==> config.mk <==
export PLATFORM = sky130hd
export DESIGN_NAME = positional_list_insert_remove
export DESIGN_NICKNAME = d
export VERILOG_FILES = /design/src/design/plil_pkg.sv /design/src/design/positional_list_insert_remove.sv /design/src/design/plil_out_stage.sv
export SDC_FILE = /design/constraint.sdc
export NUM_CORES = 1
export LEC_CHECK = 0
export ABC_AREA = 1
export BUFFER_PORTS_ARGS = -buffer_cell sky130_fd_sc_hd__buf_4
export CAP_MARGIN = 20
export CELL_PAD_IN_SITES_DETAIL_PLACEMENT = 1
export CELL_PAD_IN_SITES_GLOBAL_PLACEMENT = 1
export CORE_UTILIZATION = 50
export DETAILED_ROUTE_END_ITERATION = 6
export PLACE_DENSITY_LB_ADDON = 0.1
export SYNTH_ARGS = -nofsm -noshare
export SYNTH_HDL_FRONTEND = slang
export SYNTH_SLANG_ARGS = --single-unit
==> constraint.sdc <==
create_clock -name clk -period 4.95 [get_ports clk]
set_input_delay 0.495 -clock clk [delete_from_list [all_inputs] [get_ports clk]]
set_output_delay 0.495 -clock clk [all_outputs]
set_load 0.03 [all_outputs]
==> src/design/plil_pkg.sv <==
// Shared types and constants for the positional list block.
// No dependencies; imported by plil_out_stage and positional_list_insert_remove.
package plil_pkg;

	localparam int DEPTH  = 16;
	localparam int ADDR_W = $clog2(DEPTH);
	localparam int CNT_W  = $clog2(DEPTH + 1);
	localparam int POS_W  = 7;
	localparam int CMP_W  = 8;
	localparam int ID_W   = 32;
	localparam int YEAR_W = 16;

	localparam logic CMD_INSERT    = 1'b0;
	localparam logic CMD_REMOVE    = 1'b1;
	localparam logic STATUS_DONE   = 1'b0;
	localparam logic STATUS_REJECT = 1'b1;

	typedef enum logic [2:0] {
		ST_IDLE,
		ST_SHIFT,
		ST_FLUSH,
		ST_PUT,
		ST_EMIT
	} state_t;

	typedef struct packed {
		logic signed [ID_W-1:0] isbn;
		logic [YEAR_W-1:0]      year;
	} record_t;

	typedef struct packed {
		logic                   status;
		logic                   has_entry;
		logic [POS_W-1:0]       list_index;
		logic signed [ID_W-1:0] isbn;
		logic [YEAR_W-1:0]      year;
		logic                   last;
	} result_t;

endpackage

==> src/design/positional_list_insert_remove.sv <==
// Top level of the positional list: sequencer, record memory, stream ports.
// Depends on plil_pkg and plil_out_stage.
//
// Holds an ordered list of up to DEPTH records in one memory with a single
// read and a single write port (registered read data). One command is
// taken at a time. A command that is carried out moves each record behind
// the position by one place (count - position + 1 records for insert,
// count - position for remove), flushes the last move after any move, writes
// an inserted record, and then streams max(count, 1) result items at one per
// cycle when the sink keeps ready high. A new command is taken in the cycle
// after the last result item enters the output register.
module positional_list_insert_remove (
	input  logic        clk,
	input  logic        arst_n,
	input  logic        s_tvalid,
	output logic        s_tready,
	input  logic [55:0] s_tdata,  // position[6:0], entry_isbn[38:7], entry_year[54:39], zero
	input  logic [0:0]  s_tuser,  // cmd
	output logic        m_tvalid,
	input  logic        m_tready,
	output logic [55:0] m_tdata,  // list_index[6:0], out_isbn[38:7], out_year[54:39], zero
	output logic [1:0]  m_tuser,  // status, has_entry
	output logic        m_tlast
);
	import plil_pkg::*;

	state_t state_q, state_d;

	record_t mem_q [DEPTH];
	record_t rdata_q;

	logic                   cmd_q;
	logic                   status_q;
	logic [ADDR_W-1:0]      put_addr_q;
	logic signed [ID_W-1:0] isbn_q;
	logic [YEAR_W-1:0]      year_q;
	logic [CNT_W-1:0]       cnt_q;
	logic [ADDR_W-1:0]      rd_ptr_q;
	logic [ADDR_W-1:0]      rd_end_q;
	logic [CNT_W-1:0]       emit_ptr_q;

	logic              wr_pend_s1;
	logic [ADDR_W-1:0] wr_addr_s1;
	logic              pend_s1;
	logic [POS_W-1:0]  idx_s1;
	logic              last_s1;

	logic                   in_cmd;
	logic [POS_W-1:0]       in_pos;
	logic signed [ID_W-1:0] in_isbn;
	logic [YEAR_W-1:0]      in_year;
	logic                   accept;

	logic [CMP_W-1:0] pos_ext, cnt_ext, cnt_m1, pos_m1;
	logic             ins_ok, rem_ok, do_moves;

	logic              rd_en, we, load, free, emit_issue, emit_done;
	logic [ADDR_W-1:0] rd_addr, waddr;
	record_t           wdata;
	result_t           res_d, res_q;

	assign in_pos  = s_tdata[6:0];
	assign in_isbn = s_tdata[38:7];
	assign in_year = s_tdata[54:39];
	assign in_cmd  = s_tuser[0];

	assign s_tready = (state_q == ST_IDLE);
	assign accept   = s_tvalid && s_tready;

	assign pos_ext = CMP_W'(in_pos);
	assign cnt_ext = CMP_W'(cnt_q);
	assign cnt_m1  = cnt_ext - CMP_W'(1);
	assign pos_m1  = pos_ext - CMP_W'(1);
	assign ins_ok  = (in_cmd == CMD_INSERT) && (cnt_ext < CMP_W'(DEPTH))
		&& (pos_ext != '0) && (pos_ext <= cnt_ext + CMP_W'(1));
	assign rem_ok  = (in_cmd == CMD_REMOVE) && (pos_ext != '0) && (pos_ext <= cnt_ext);
	assign do_moves = (ins_ok && (pos_ext <= cnt_ext)) || (rem_ok && (pos_ext < cnt_ext));

	assign emit_issue = (state_q == ST_EMIT) && (cnt_q != '0) && (emit_ptr_q != cnt_q)
		&& (!pend_s1 || free);
	assign emit_done  = (emit_ptr_q == cnt_q) && (!pend_s1 || free);

	// next state
	always_comb begin
		state_d = state_q;
		case (state_q)
			ST_IDLE: begin
				if (accept) begin
					if (do_moves) begin
						state_d = ST_SHIFT;
					end else if (ins_ok) begin
						state_d = ST_PUT;
					end else begin
						state_d = ST_EMIT;
					end
				end
			end
			ST_SHIFT: begin
				if (rd_ptr_q == rd_end_q) begin
					state_d = ST_FLUSH;
				end
			end
			ST_FLUSH: begin
				state_d = (cmd_q == CMD_INSERT) ? ST_PUT : ST_EMIT;
			end
			ST_PUT: begin
				state_d = ST_EMIT;
			end
			ST_EMIT: begin
				if (cnt_q == '0) begin
					if (free) begin
						state_d = ST_IDLE;
					end
				end else if (emit_done) begin
					state_d = ST_IDLE;
				end
			end
			default: begin
				state_d = ST_IDLE;
			end
		endcase
	end

	// memory and output controls
	always_comb begin
		rd_en   = 1'b0;
		rd_addr = rd_ptr_q;
		we      = 1'b0;
		waddr   = wr_addr_s1;
		wdata   = rdata_q;
		load    = 1'b0;
		res_d.status     = status_q;
		res_d.has_entry  = 1'b1;
		res_d.list_index = idx_s1;
		res_d.isbn       = rdata_q.isbn;
		res_d.year       = rdata_q.year;
		res_d.last       = last_s1;
		case (state_q)
			ST_SHIFT: begin
				rd_en = 1'b1;
			end
			ST_PUT: begin
				we         = 1'b1;
				waddr      = put_addr_q;
				wdata.isbn = isbn_q;
				wdata.year = year_q;
			end
			ST_EMIT: begin
				rd_en   = emit_issue;
				rd_addr = emit_ptr_q[ADDR_W-1:0];
				if (cnt_q == '0) begin
					load             = free;
					res_d.has_entry  = 1'b0;
					res_d.list_index = '0;
					res_d.isbn       = '0;
					res_d.year       = '0;
					res_d.last       = 1'b1;
				end else begin
					load = pend_s1 && free;
				end
			end
			default: begin
			end
		endcase
		if (wr_pend_s1) begin
			we    = 1'b1;
			waddr = wr_addr_s1;
			wdata = rdata_q;
		end
	end

	always_ff @(posedge clk) begin
		if (we) begin
			mem_q[waddr] <= wdata;
		end
		if (rd_en) begin
			rdata_q <= mem_q[rd_addr];
		end
	end

	always_ff @(posedge clk or negedge arst_n) begin
		if (!arst_n) begin
			state_q    <= ST_IDLE;
			cnt_q      <= '0;
			emit_ptr_q <= '0;
			wr_pend_s1 <= 1'b0;
			pend_s1    <= 1'b0;
		end else begin
			state_q    <= state_d;
			wr_pend_s1 <= (state_q == ST_SHIFT);
			if (accept) begin
				emit_ptr_q <= '0;
				if (ins_ok) begin
					cnt_q <= cnt_q + CNT_W'(1);
				end else if (rem_ok) begin
					cnt_q <= cnt_q - CNT_W'(1);
				end
			end else if (emit_issue) begin
				emit_ptr_q <= emit_ptr_q + CNT_W'(1);
			end
			if (emit_issue) begin
				pend_s1 <= 1'b1;
			end else if (load) begin
				pend_s1 <= 1'b0;
			end
		end
	end

	always_ff @(posedge clk) begin
		if (accept) begin
			cmd_q      <= in_cmd;
			status_q   <= (ins_ok || rem_ok) ? STATUS_DONE : STATUS_REJECT;
			put_addr_q <= pos_m1[ADDR_W-1:0];
			isbn_q     <= in_isbn;
			year_q     <= in_year;
			if (in_cmd == CMD_INSERT) begin
				rd_ptr_q <= cnt_m1[ADDR_W-1:0];
				rd_end_q <= pos_m1[ADDR_W-1:0];
			end else begin
				rd_ptr_q <= pos_ext[ADDR_W-1:0];
				rd_end_q <= cnt_m1[ADDR_W-1:0];
			end
		end else if (state_q == ST_SHIFT) begin
			rd_ptr_q <= (cmd_q == CMD_INSERT) ? rd_ptr_q - ADDR_W'(1) : rd_ptr_q + ADDR_W'(1);
		end
		if (state_q == ST_SHIFT) begin
			wr_addr_s1 <= (cmd_q == CMD_INSERT) ? rd_ptr_q + ADDR_W'(1) : rd_ptr_q - ADDR_W'(1);
		end
		if (emit_issue) begin
			idx_s1  <= POS_W'(emit_ptr_q) + POS_W'(1);
			last_s1 <= (emit_ptr_q + CNT_W'(1) == cnt_q);
		end
	end

	plil_out_stage u_out (
		.clk    (clk),
		.arst_n (arst_n),
		.load   (load),
		.din    (res_d),
		.free   (free),
		.valid  (m_tvalid),
		.ready  (m_tready),
		.dout   (res_q)
	);

	assign m_tdata = {1'b0, res_q.year, res_q.isbn, res_q.list_index};
	assign m_tuser = {res_q.has_entry, res_q.status};
	assign m_tlast = res_q.last;

endmodule

==> src/design/plil_out_stage.sv <==
// Output register for result items, decoupling the sequencer from the sink.
// Depends on plil_pkg.
module plil_out_stage (
	input  logic              clk,
	input  logic              arst_n,
	input  logic              load,
	input  plil_pkg::result_t din,
	output logic              free,
	output logic              valid,
	input  logic              ready,
	output plil_pkg::result_t dout
);
	import plil_pkg::*;

	logic    valid_q;
	result_t data_q;

	assign free  = !valid_q || ready;
	assign valid = valid_q;
	assign dout  = data_q;

	always_ff @(posedge clk or negedge arst_n) begin
		if (!arst_n) begin
			valid_q <= 1'b0;
		end else if (load) begin
			valid_q <= 1'b1;
		end else if (ready) begin
			valid_q <= 1'b0;
		end
	end

	always_ff @(posedge clk) begin
		if (load) begin
			data_q <= din;
		end
	end

endmodule

# Word-level counts from Yosys, hierarchy flattened
# Memory sizes are Yosys's and may differ from the RTL's. A register that Yosys moved wholly into a read port is not among the register bits.
# Cells that the tools add are included.
totals:
  reg_bits: 148
  latchBits: 0
  mem_bits_rw: 768
  mem_bits_ro: 0
  in_bits: 61
  out_inout_bits: 61
  word_cells: 117
  memories: 1
memory_table:
  columns: ["name", "depth", "word_bits", "read_ports", "rd_ports_with_merged_regs", "wr", "line", "text"]
  rows:
  - ["mem_q", 16, 48, 1, 1, 1, "positional_list_insert_remove.sv:29", "record_t mem_q [DEPTH];"]
op_classes:
  addsub: 9
  mul: 0
  n_div: 0
  order_cmp: 4
  eq_ne: 12
  shifts: 0
  n_mux: 38
  n_bitwise: 1
  reduce_logical: 30
op_table:
  columns: ["op", "n"]
  rows:
  - ["2-to-1 mux 48 bit", 2]
  - ["2-to-1 mux 57 bit", 1]
  - ["2-to-1 mux 56 bit", 1]
  - ["2-to-1 mux 4 bit", 9]
  - ["2-to-1 mux 3 bit", 8]
  - ["2-to-1 mux 5 bit", 4]
  - ["one-hot mux 3 bit (5 select lines)", 1]
  - ["logical AND 1 bit", 13]
  - ["adder 5 x 1 -> 6 bit, second input constant", 2]
  - ["subtractor 4 x 1 -> 4 bit, second input constant", 3]
  - ["2-to-1 mux 1 bit", 11]
  - ["adder 5 x 1 -> 5 bit, second input constant", 2]
  - ["equality test 5 bit", 2]
  - ["nonzero test 2 bit", 5]
  - ["nonzero test 8 bit", 1]
  - ["less-or-equal comparator 7 x 5 -> 1 bit", 1]
  - ["less-or-equal comparator 7 x 6 -> 1 bit", 1]
  - ["< comparator 7 x 5 -> 1 bit", 1]
  - ["equality test 3 x 2 -> 1 bit, second input constant", 2]
  - ["zero test 5 bit", 1]
  - ["< comparator 5 bit, second input constant", 1]
  - ["inequality test 5 bit", 1]
  - ["nonzero test 5 bit", 1]
  - ["subtractor 5 x 1 -> 5 bit, second input constant", 1]
  - ["other kinds (15)", 19]

# Longest topological paths before layout
# Gate-level depths: netlist of run 1.
logic_depth:
  ltp_word: 9
  ltp_mapped: 23

# Modules after synthesis
# Synthesis of run 1 repeated with hierarchy kept, for this count alone.
hier_totals:
  hier_cells: 3740
  hier_area_um2: 40601.4
by_module_without_submodules:
  columns: ["module", "instances", "cells_per_inst", "area_each_um2", "seq_area_each_um2"]
  rows:
  - ["positional_list_insert_remove", 1, 3677, 38814.7, 27071.0]
  - ["plil_out_stage", 1, 63, 1786.7, 1766.7]

# Least setup slack after synthesis of run 1
# No wires, ideal clock.
synth_timing:
  path_kind: "flip-flop to flip-flop"
  start: "reg cnt_q[0]"
  end: "reg u_out.data_q, in the netlist u_out.dout[0], enable pin"
  setup_ps: 473
  t_arrival_ps: 3582
  required_time_ps: 4477
  path_slack_ps: 895
  stages_incl_launch_ff: 7
  n_path_buf: 0
  synth_period_minus_slack_ps: 4055
  cell_sequence: "dfrtp_1 > inv_1 > ha_1 > nand4_1 > a21oi_1 > inv_1 > nor2_1"
synth_via:
  elab_chain_len: 3
synth_rtl:
  columns: ["item", "line", "text"]
  rows:
  - ["from (decl)", "positional_list_insert_remove.sv:37", "logic [CNT_W-1:0] cnt_q;"]
  - ["from (signal assigned)", "positional_list_insert_remove.sv:194", "cnt_q <= cnt_q + CNT_W'(1);"]
  - ["from (signal assigned)", "positional_list_insert_remove.sv:196", "cnt_q <= cnt_q - CNT_W'(1);"]
  - ["zero test 5 bit", "positional_list_insert_remove.sv:151", "if (cnt_q == '0) begin"]
  - ["2-to-1 mux 1 bit", "positional_list_insert_remove.sv:151", null]
  - ["2-to-1 mux 1 bit", "positional_list_insert_remove.sv:138", "case (state_q)"]
  - ["named net load", "positional_list_insert_remove.sv:57", "logic rd_en, we, load, free, emit_issue, emit_done;"]
  - ["to (signal assigned)", "plil_out_stage.sv:34", "data_q <= din;"]
  - ["to (decl)", "plil_out_stage.sv:16", "result_t data_q;"]
# The timed path passes the listed nets, and every way through them passes these cells.
# A chain may end at the register's enable or synchronous reset.

# Worst setup path in the final report of run 1
layout_timing:
  start: "reg state_q[2]"
  end: "mem mem_q[5][29] in the netlist's numbering, enable pin"
layout_via:
  elab_chain_len: 5
  word_cells_on_any_way: 7
  cone_classes: "1 x eq/ne; 6 x mux"
layout_rtl:
  columns: ["item", "line", "text"]
  rows:
  - ["from (decl)", "positional_list_insert_remove.sv:27", "state_t state_q, state_d;"]
  - ["from (signal assigned)", "positional_list_insert_remove.sv:189", "state_q <= state_d;"]
  - ["equality test 3 x 2 -> 1 bit (*)", "positional_list_insert_remove.sv:138", null]
  - ["2-to-1 mux 1 bit", "positional_list_insert_remove.sv:138", null]
  - ["2-to-1 mux 1 bit", "positional_list_insert_remove.sv:165", "if (wr_pend_s1) begin"]
  - ["2-to-1 mux 1 bit", "positional_list_insert_remove.sv:173", "if (we) begin"]
  - ["2-to-1 mux 1 bit (not written as such)", "positional_list_insert_remove.sv:174", "mem_q[waddr] <= wdata;"]
  - ["to (decl)", "positional_list_insert_remove.sv:29", null]
# Mark *: on every way between the ends. The rest lies on a longest branch, timed or not.

==> flow_metrics.env, run 1 <==
export IMPL_final_common_cell="nand2_1"
export IMPL_hp_class="input port to flip-flop"
export IMPL_fin_tns_setup_ps=0
export IMPL_synth_warnings=0
export IMPL_cp_required_ps=5280
export IMPL_worst_path_buf_inv=4
export IMPL_cp_end_kind="flip-flop"
export IMPL_dpl_hpwl_um=60400
export IMPL_wl_per_cell_um=22.2
export IMPL_port_buffers=118
export IMPL_antenna_found_initial=0
export IMPL_grt_first_pass_wirelength_um=170000
export IMPL_seq_area_frac_synth=0.709
export IMPL_post_route_period_util=0.725
export IMPL_numClockSinks=962
export IMPL_setup_ws_ps=1360
export IMPL_n_antenna_cell=0
export IMPL_drt_iter0_drc=2006
export IMPL_cts_inserted_buffers=101
export IMPL_min_period_ps=3590
export IMPL_yosys_register_bits=962
export IMPL_worstSetupStartpointType="flip-flop"
export IMPL_crit_type="flip-flop to flip-flop"
export IMPL_worst_pin_slew_ps=1130
export IMPL_power_mw=32.7
export IMPL_skew_ps=22.1
export IMPL_ant_nets=0
export IMPL_gp_congestion=0.812
export IMPL_fin_hold_ws_ps=133
export IMPL_die_height_um=287
export IMPL_cts_tree="yes"
export IMPL_nets=4008
export IMPL_drc=0
export IMPL_worst_path_max_delay_cell="nor2_4"
export IMPL_core_um2=80400
export IMPL_arrival_ps=3920
export IMPL_register_area_um2=28800
export IMPL_max_freq_mhz=279
export IMPL_postLayoutCellArea_um2=46700
export IMPL_dieArea_um2=82400
export IMPL_syn_inst=3742
export IMPL_multi_input_area_um2=9250
export IMPL_wl_um=112000
export IMPL_dpl_cell_area_um2=42800
export IMPL_grt_overflow_total=0
export IMPL_vias_per_cell=5.46
export IMPL_final_cell_mix="nand2_1, edfxtp_1, nand3_1, inv_1, buf_4"
export IMPL_synth_area_per_cell_um2=10.9
export IMPL_grt_pass1_vias=29500
export IMPL_place_ws_ps=1420
export IMPL_grtUsageTotal=0.274
export IMPL_syn_area_um2=40600
export IMPL_h_tree_depth=3
export IMPL_start_util=0.505
export IMPL_status="completed"
export IMPL_post_cts_repair_setup_buffers=0
export IMPL_insertion_delay_ps=670
export IMPL_postCtsResizedCells=0
export IMPL_die_w_um=287
export IMPL_rsz0062_at_grt="false"
export IMPL_power_density_nw_per_um2=699
export IMPL_maxCapViolations=0
export IMPL_finalMaxSlewViolations=0
export IMPL_relSlewSlack=0.246
export IMPL_ir_drop_v=0.000888
export IMPL_slowest_delay_ps=680
export IMPL_critPathMaxFanout=28
export IMPL_drt_pass1_iter_count=5
export IMPL_clockBufferDepth=3
export IMPL_hold_viol=0
export IMPL_pin_count=122
export IMPL_leakagePower_nw=19.2
export IMPL_fillers=8407
export IMPL_worstPathCellList="inv_2 -> nand2_1 -> inv_2 -> nand3_4 -> o21ai_0 -> inv_1 -> nor2_1 -> nand2_1 -> nor2_4 -> buf_4"
export IMPL_cp_top_family="simple AND/OR/NAND/NOR gates"
export IMPL_final_layout_size_suffix_gt1_frac=0.0964
export IMPL_syn_to_final_growth_pct=14.9
export IMPL_clk_pin_slew_ps=60
export IMPL_cts_root_buffer="clkbuf_16"
export IMPL_rows=104
export IMPL_grt_max_degree=126
export IMPL_setup_viol=0
export IMPL_via_count=27600
export IMPL_yosysUniqueCellTypes=32
==> worst reg2reg max path, stage by stage, from the launching register on <==
cell     delay (ps)
dfrtp_1         500
inv_2           110
nand2_1         100
inv_2            90
nand3_4         360
o21ai_0         490
inv_1           130
nor2_1          120
nand2_1         240
nor2_4          690
buf_4           420
==> cell type report <==
type | count | share of cell area
clock buffers | 117 | 0.0563
flip-flops and latches | 962 | 0.617
clock inverters | 66 | 0.0109
inverters | 496 | 0.0401
well taps | 1060 | 0.0284
repair buffers | 261 | 0.0491
multi-input cells | 2103 | 0.198
==> routing by layer <==
layer	vias up	wire [um]	share of wire	global-route usage
li1	12600	-	-	-
met1	14100	47300	0.42	0.351
met2	684	57000	0.51	0.483
met3	213	4570	0.041	0.0343
met4	0	3540	0.031	0.0930
met5	-	0	0	0
==> through the flow <==
stage,util,cells
2_1_floorplan,-,3743
3_3_place_gp,0.532,4801
3_5_place_dp,0.532,4803
4_1_cts,0.577,5035
5_1_grt,0.581,5065
6_report,0.581,5065
==> flip-flops by register name, summed over array words and instances, names as in the netlist <==
name and cells:
cmd_q 1, cnt_q 5, emit_ptr_q 5, idx_s1 6
isbn_q 32, last_s1 1, mem_q 768, pend_s1 1
put_addr_q 4, rd_end_q 4, rd_ptr_q 4, rdata_q 48
state_q 3, status_q 1, u_out.dout 57, u_out.valid 1
wr_addr_s1 4, wr_pend_s1 1, year_q 16
==> report_power, final <==
| group | internal, mW | leakage [nW] | total, mW | switching, mW |
|---|---|---|---|---|
| clock | 4.15 | 1.55 | 7.30 | 3.15 |
| combinational | 3.65 | 8.90 | 13.8 | 10.1 |
| sequential | 11.3 | 8.78 | 11.6 | 0.321 |
==> final timing paths <==
path | cells past startpoint | from | endpoint | slack [ps]
worst min register to register | 0 | status_q | u_out.dout[57] | 430
worst max-delay path | 10 | state_q[2] | mem_q[5][29] | 1360
max in group asynchronous | 2 | arst_n | cnt_q[3] | 4500
worst min-delay path | 1 | s_tuser | cmd_q | 130
min in group asynchronous | 2 | arst_n | pend_s1 | 250
worst max register to register | 10 | state_q[2] | mem_q[5][29] | 1360
==> repair_timing <==
action,4_1_cts,5_1_grt
hold buffers,49,0
hold endpoints to repair,64,0
endpoints found under the setup margin,0,0
==> cells in the mapped netlist, drive strengths merged <==
cell type  number  share of area
a21oi          60         0.0074
a32oi           1        0.00022
buf           162          0.020
clkbuf         20         0.0019
conb            1       0.000092
dfrtp          16         0.0099
edfxtp        946           0.70
fa              1        0.00049
ha             21         0.0065
inv           496          0.046
mux2i           1        0.00025
nand2        1306           0.12
nand3         504          0.062
nand3b          3        0.00055
nand4           3        0.00046
nor2          140          0.013
nor3            8        0.00099
o211ai          2        0.00037
o21ai          21         0.0028
o21bai          1        0.00018
or2             2        0.00031
xnor2           7         0.0015
xor2           20         0.0043
==> cells by family (layout without fill, tap and decap cells) <==
logic type	Yosys count	after routing	synth area share
flip-flops	962	962	0.709
other	1	2	0.0000923
adder cells (fa/ha/maj)	22	22	0.00696
multiplexers	1	1	0.000246
AO/OA/AOI/OAI	85	85	0.0109
XOR/XNOR	27	27	0.00582
AND/OR/NAND/NOR	1966	1966	0.199
buffers and inverters	678	940	0.0681
(Power assumes the default switching activity.)
==> inputs of run 2 (changes only) <==
--- a/config.mk
+++ b/config.mk
@@ -5,12 +5,12 @@
 export SDC_FILE = /design/constraint.sdc
 export NUM_CORES = 1
 export LEC_CHECK = 0
-export ABC_AREA = 1
+export ABC_AREA = 0
 export BUFFER_PORTS_ARGS = -buffer_cell sky130_fd_sc_hd__buf_4
 export CAP_MARGIN = 20
 export CELL_PAD_IN_SITES_DETAIL_PLACEMENT = 1
 export CELL_PAD_IN_SITES_GLOBAL_PLACEMENT = 1
-export CORE_UTILIZATION = 50
+export CORE_UTILIZATION = 54
 export DETAILED_ROUTE_END_ITERATION = 6
 export PLACE_DENSITY_LB_ADDON = 0.1
 export SYNTH_ARGS = -nofsm -noshare
==> constraint.sdc (replaced) <==
create_clock -name clk -period 3.5 [get_ports clk]
set_input_delay 0.35 -clock clk [delete_from_list [all_inputs] [get_ports clk]]
set_output_delay 0.35 -clock clk [all_outputs]
set_load 0.03 [all_outputs]
==> run 2 against run 1 <==
Effect of this change:
- maximum frequency is 8.3% higher
- register-to-register slack got worse by 1200 ps
- flip-flop and latch count did not move
- critical path type unchanged
- final area shrank 3.6%
- non-clock buffer count decreased by 16
==> flow_metrics.env, run 2 <==
export IMPL_status="completed"
export IMPL_grt_overflow_total=0
export IMPL_async_reset_ff_frac=0.0166
export IMPL_synth_warnings=0
export IMPL_arrival_ps=3830
export IMPL_die_height_um=270
export IMPL_syn_inst=2214
export IMPL_cts_tree="yes"
export IMPL_hp_class="input port to flip-flop"
export IMPL_port_buffers=118
export IMPL_drt_pass1_iter_count=5
export IMPL_yosys_register_bits=962
export IMPL_insertion_delay_ps=650
export IMPL_synth_top_flop_cell="edfxtp_1"
export IMPL_final_layout_size_suffix_gt1_frac=0.217
export IMPL_gp_congestion=0.782
export IMPL_dpl_hpwl_um=48900
export IMPL_ir_drop_v=0.000594
export IMPL_core_um2=70500
export IMPL_place_ws_ps=-106
export IMPL_cp_end_kind="flip-flop"
export IMPL_relSlewSlack=0.262
export IMPL_power_density_nw_per_um2=926
export IMPL_dieArea_um2=72900
export IMPL_register_area_um2=28800
export IMPL_wl_per_cell_um=27.5
export IMPL_wl_um=94800
export IMPL_cp_required_ps=4020
export IMPL_setup_viol=0
export IMPL_drt_iter0_drc=1703
export IMPL_reg2reg_from="cnt_q[0]"
export IMPL_grt_pass1_vias=22400
export IMPL_leakagePower_nw=15.7
export IMPL_seq_area_frac_synth=0.743
export IMPL_dpl_cell_area_um2=41300
export IMPL_grt_max_degree=115
export IMPL_synth_edf_count=946
export IMPL_worstHoldPathCells=3
export IMPL_post_route_period_util=0.947
export IMPL_synth_top_area_frac=0.732
export IMPL_place_inst=3212
export IMPL_multi_input_area_um2=9380
export IMPL_yosys_area_top_type="edfxtp_1"
export IMPL_reg2reg_depth=14
export IMPL_via_count=20600
export IMPL_power_mw=41.7
export IMPL_clk_pin_slew_ps=60
export IMPL_min_period_ps=3320
export IMPL_clockBufferDepth=3
export IMPL_skew_ps=19.9
export IMPL_maxCapViolations=0
export IMPL_hold_viol=0
export IMPL_yosys_top_cells_count="edfxtp_1, mux2i_1, mux2_2"
export IMPL_yosysUniqueCellTypes=56
export IMPL_crit_type="flip-flop to flip-flop"
export IMPL_rows=97
export IMPL_syn_to_final_growth_pct=16.1
export IMPL_critPathMaxFanout=5
export IMPL_pin_count=122
export IMPL_rsz0062_at_grt="false"
export IMPL_n_antenna_cell=0
export IMPL_cts_root_buffer="clkbuf_16"
export IMPL_largest_register="mem_q"
export IMPL_r2r_end="cnt_q[4]"
export IMPL_largest_reg_flops=768
export IMPL_worstSetupStartpointType="flip-flop"
export IMPL_syn_area_um2=38800
export IMPL_h_tree_depth=3
export IMPL_r2r_slack_ps=180
export IMPL_fillers=6024
export IMPL_antenna_found_initial=0
export IMPL_hp_start="m_tready"
export IMPL_grtUsageTotal=0.261
export IMPL_ys_top_cells_by_area="edfxtp_1, mux2i_1, mux2_2, nor2b_1, a21oi_1"
export IMPL_die_w_um=270
export IMPL_setup_ws_ps=184
export IMPL_numClockSinks=962
export IMPL_cts_inserted_buffers=99
export IMPL_synth_area_per_cell_um2=17.5
export IMPL_final_cell_mix="edfxtp_1, mux2i_1, buf_4, mux2_2, a21oi_1"
export IMPL_ant_nets=0
export IMPL_hold_end="u_out.valid"
export IMPL_worst_pin_slew_ps=1100
export IMPL_final_cells=3447
export IMPL_postLayoutCellArea_um2=45000
export IMPL_final_common_cell="edfxtp_1"
export IMPL_grt_first_pass_wirelength_um=141000
export IMPL_drc=0
export IMPL_post_route_util=0.638
export IMPL_nets=2512
export IMPL_synth_most_common_cell="edfxtp_1"
export IMPL_finalMaxSlewViolations=0
export IMPL_max_freq_mhz=302
export IMPL_start_util=0.550
export IMPL_vias_per_cell=5.98
run 2: cell count changes after synthesis, moves of 40 or more:
cell,previous run,this run
mux2_2,0,146
mux2i_1,1,298
buf_2,146,49
nand2_1,1303,31
and2_1,0,54
a211oi_2,0,40
o22ai_1,0,48
nor2_1,139,38
nor2b_1,0,98
inv_1,492,22
a21oi_1,60,107
nand3_1,504,7
a211oi_1,0,57
a221o_1,0,48
run 2: cell families after synthesis:
kind of cell    after synthesis  share of synthesized area
other cells                   1                  0.0000967
simple gates                255                     0.0371
buf+inv                     154                     0.0201
xor+xnor                     32                    0.00723
fa+ha+maj                    22                    0.00729
flops                       962                      0.743
mux                         445                      0.120
compound gates              343                     0.0655
run 2: worst max path at each step:
stage                          start            to  slack (ps)
after floorplan           state_q[0]  mem_q[13][0]        -500
after global placement      cnt_q[0]      cnt_q[4]         170
after detailed placement    cnt_q[0]      cnt_q[4]        -110
after CTS                   cnt_q[0]      cnt_q[4]        0.08
after global routing        cnt_q[1]      cnt_q[4]           5
final                       cnt_q[0]      cnt_q[4]         180
run 2: area by class of cell:
type,count,area share
tap,940,0.0261
clock inverter,58,0.0126
sequential,962,0.640
multi-input combinational,1099,0.208
timing repair buffer,245,0.0529
clock buffer,121,0.0583
inverter,22,0.00192
run 2: timing repair:
action | CTS | global route
gates cloned | 0 | 0
hold buffers | 51 | 0
resized for setup | 2 | 5
pin swaps | 0 | 5
setup buffers | 0 | 5
endpoints found under the setup margin | 1 | 1
hold endpoints to repair | 66 | 0
run 2: per-layer routing:
metal	share of wire	vias to the layer above	wire length, um	GRT usage
met3	0.047	139	4460	0.0328
met1	0.42	10800	39600	0.343
li1	-	9124	-	-
met4	0.024	0	2240	0.0803
met2	0.51	538	48500	0.452
met5	0	-	0	0
run 2: power breakdown:
group,internal (mW),switching [mW]
clock network,6.17,4.26
registers,15.7,0.508
logic,5.79,9.27
run 2: stage by stage:
stage          hold WS (ps)  setup TNS (ps)
2_1_floorplan          54.4         -256490
3_3_place_gp            230               0
3_5_place_dp            227            -106
4_1_cts                41.1               0
5_1_grt                89.6               0
6_report               70.0               0
run 2: worst max-delay path, cell delays in order, from the launching register on:
cell       delay [ps]
dfrtp_2           410
ha_2              200
nand3_1            90
xnor2_1           220
ha_1              280
and4b_1           230
a2111oi_2         360
o211a_1           250
inv_2              70
fa_2              360
a21o_1            170
a21o_1            220
nor2_1            120
o21ai_1            90
o2bb2ai_1         130
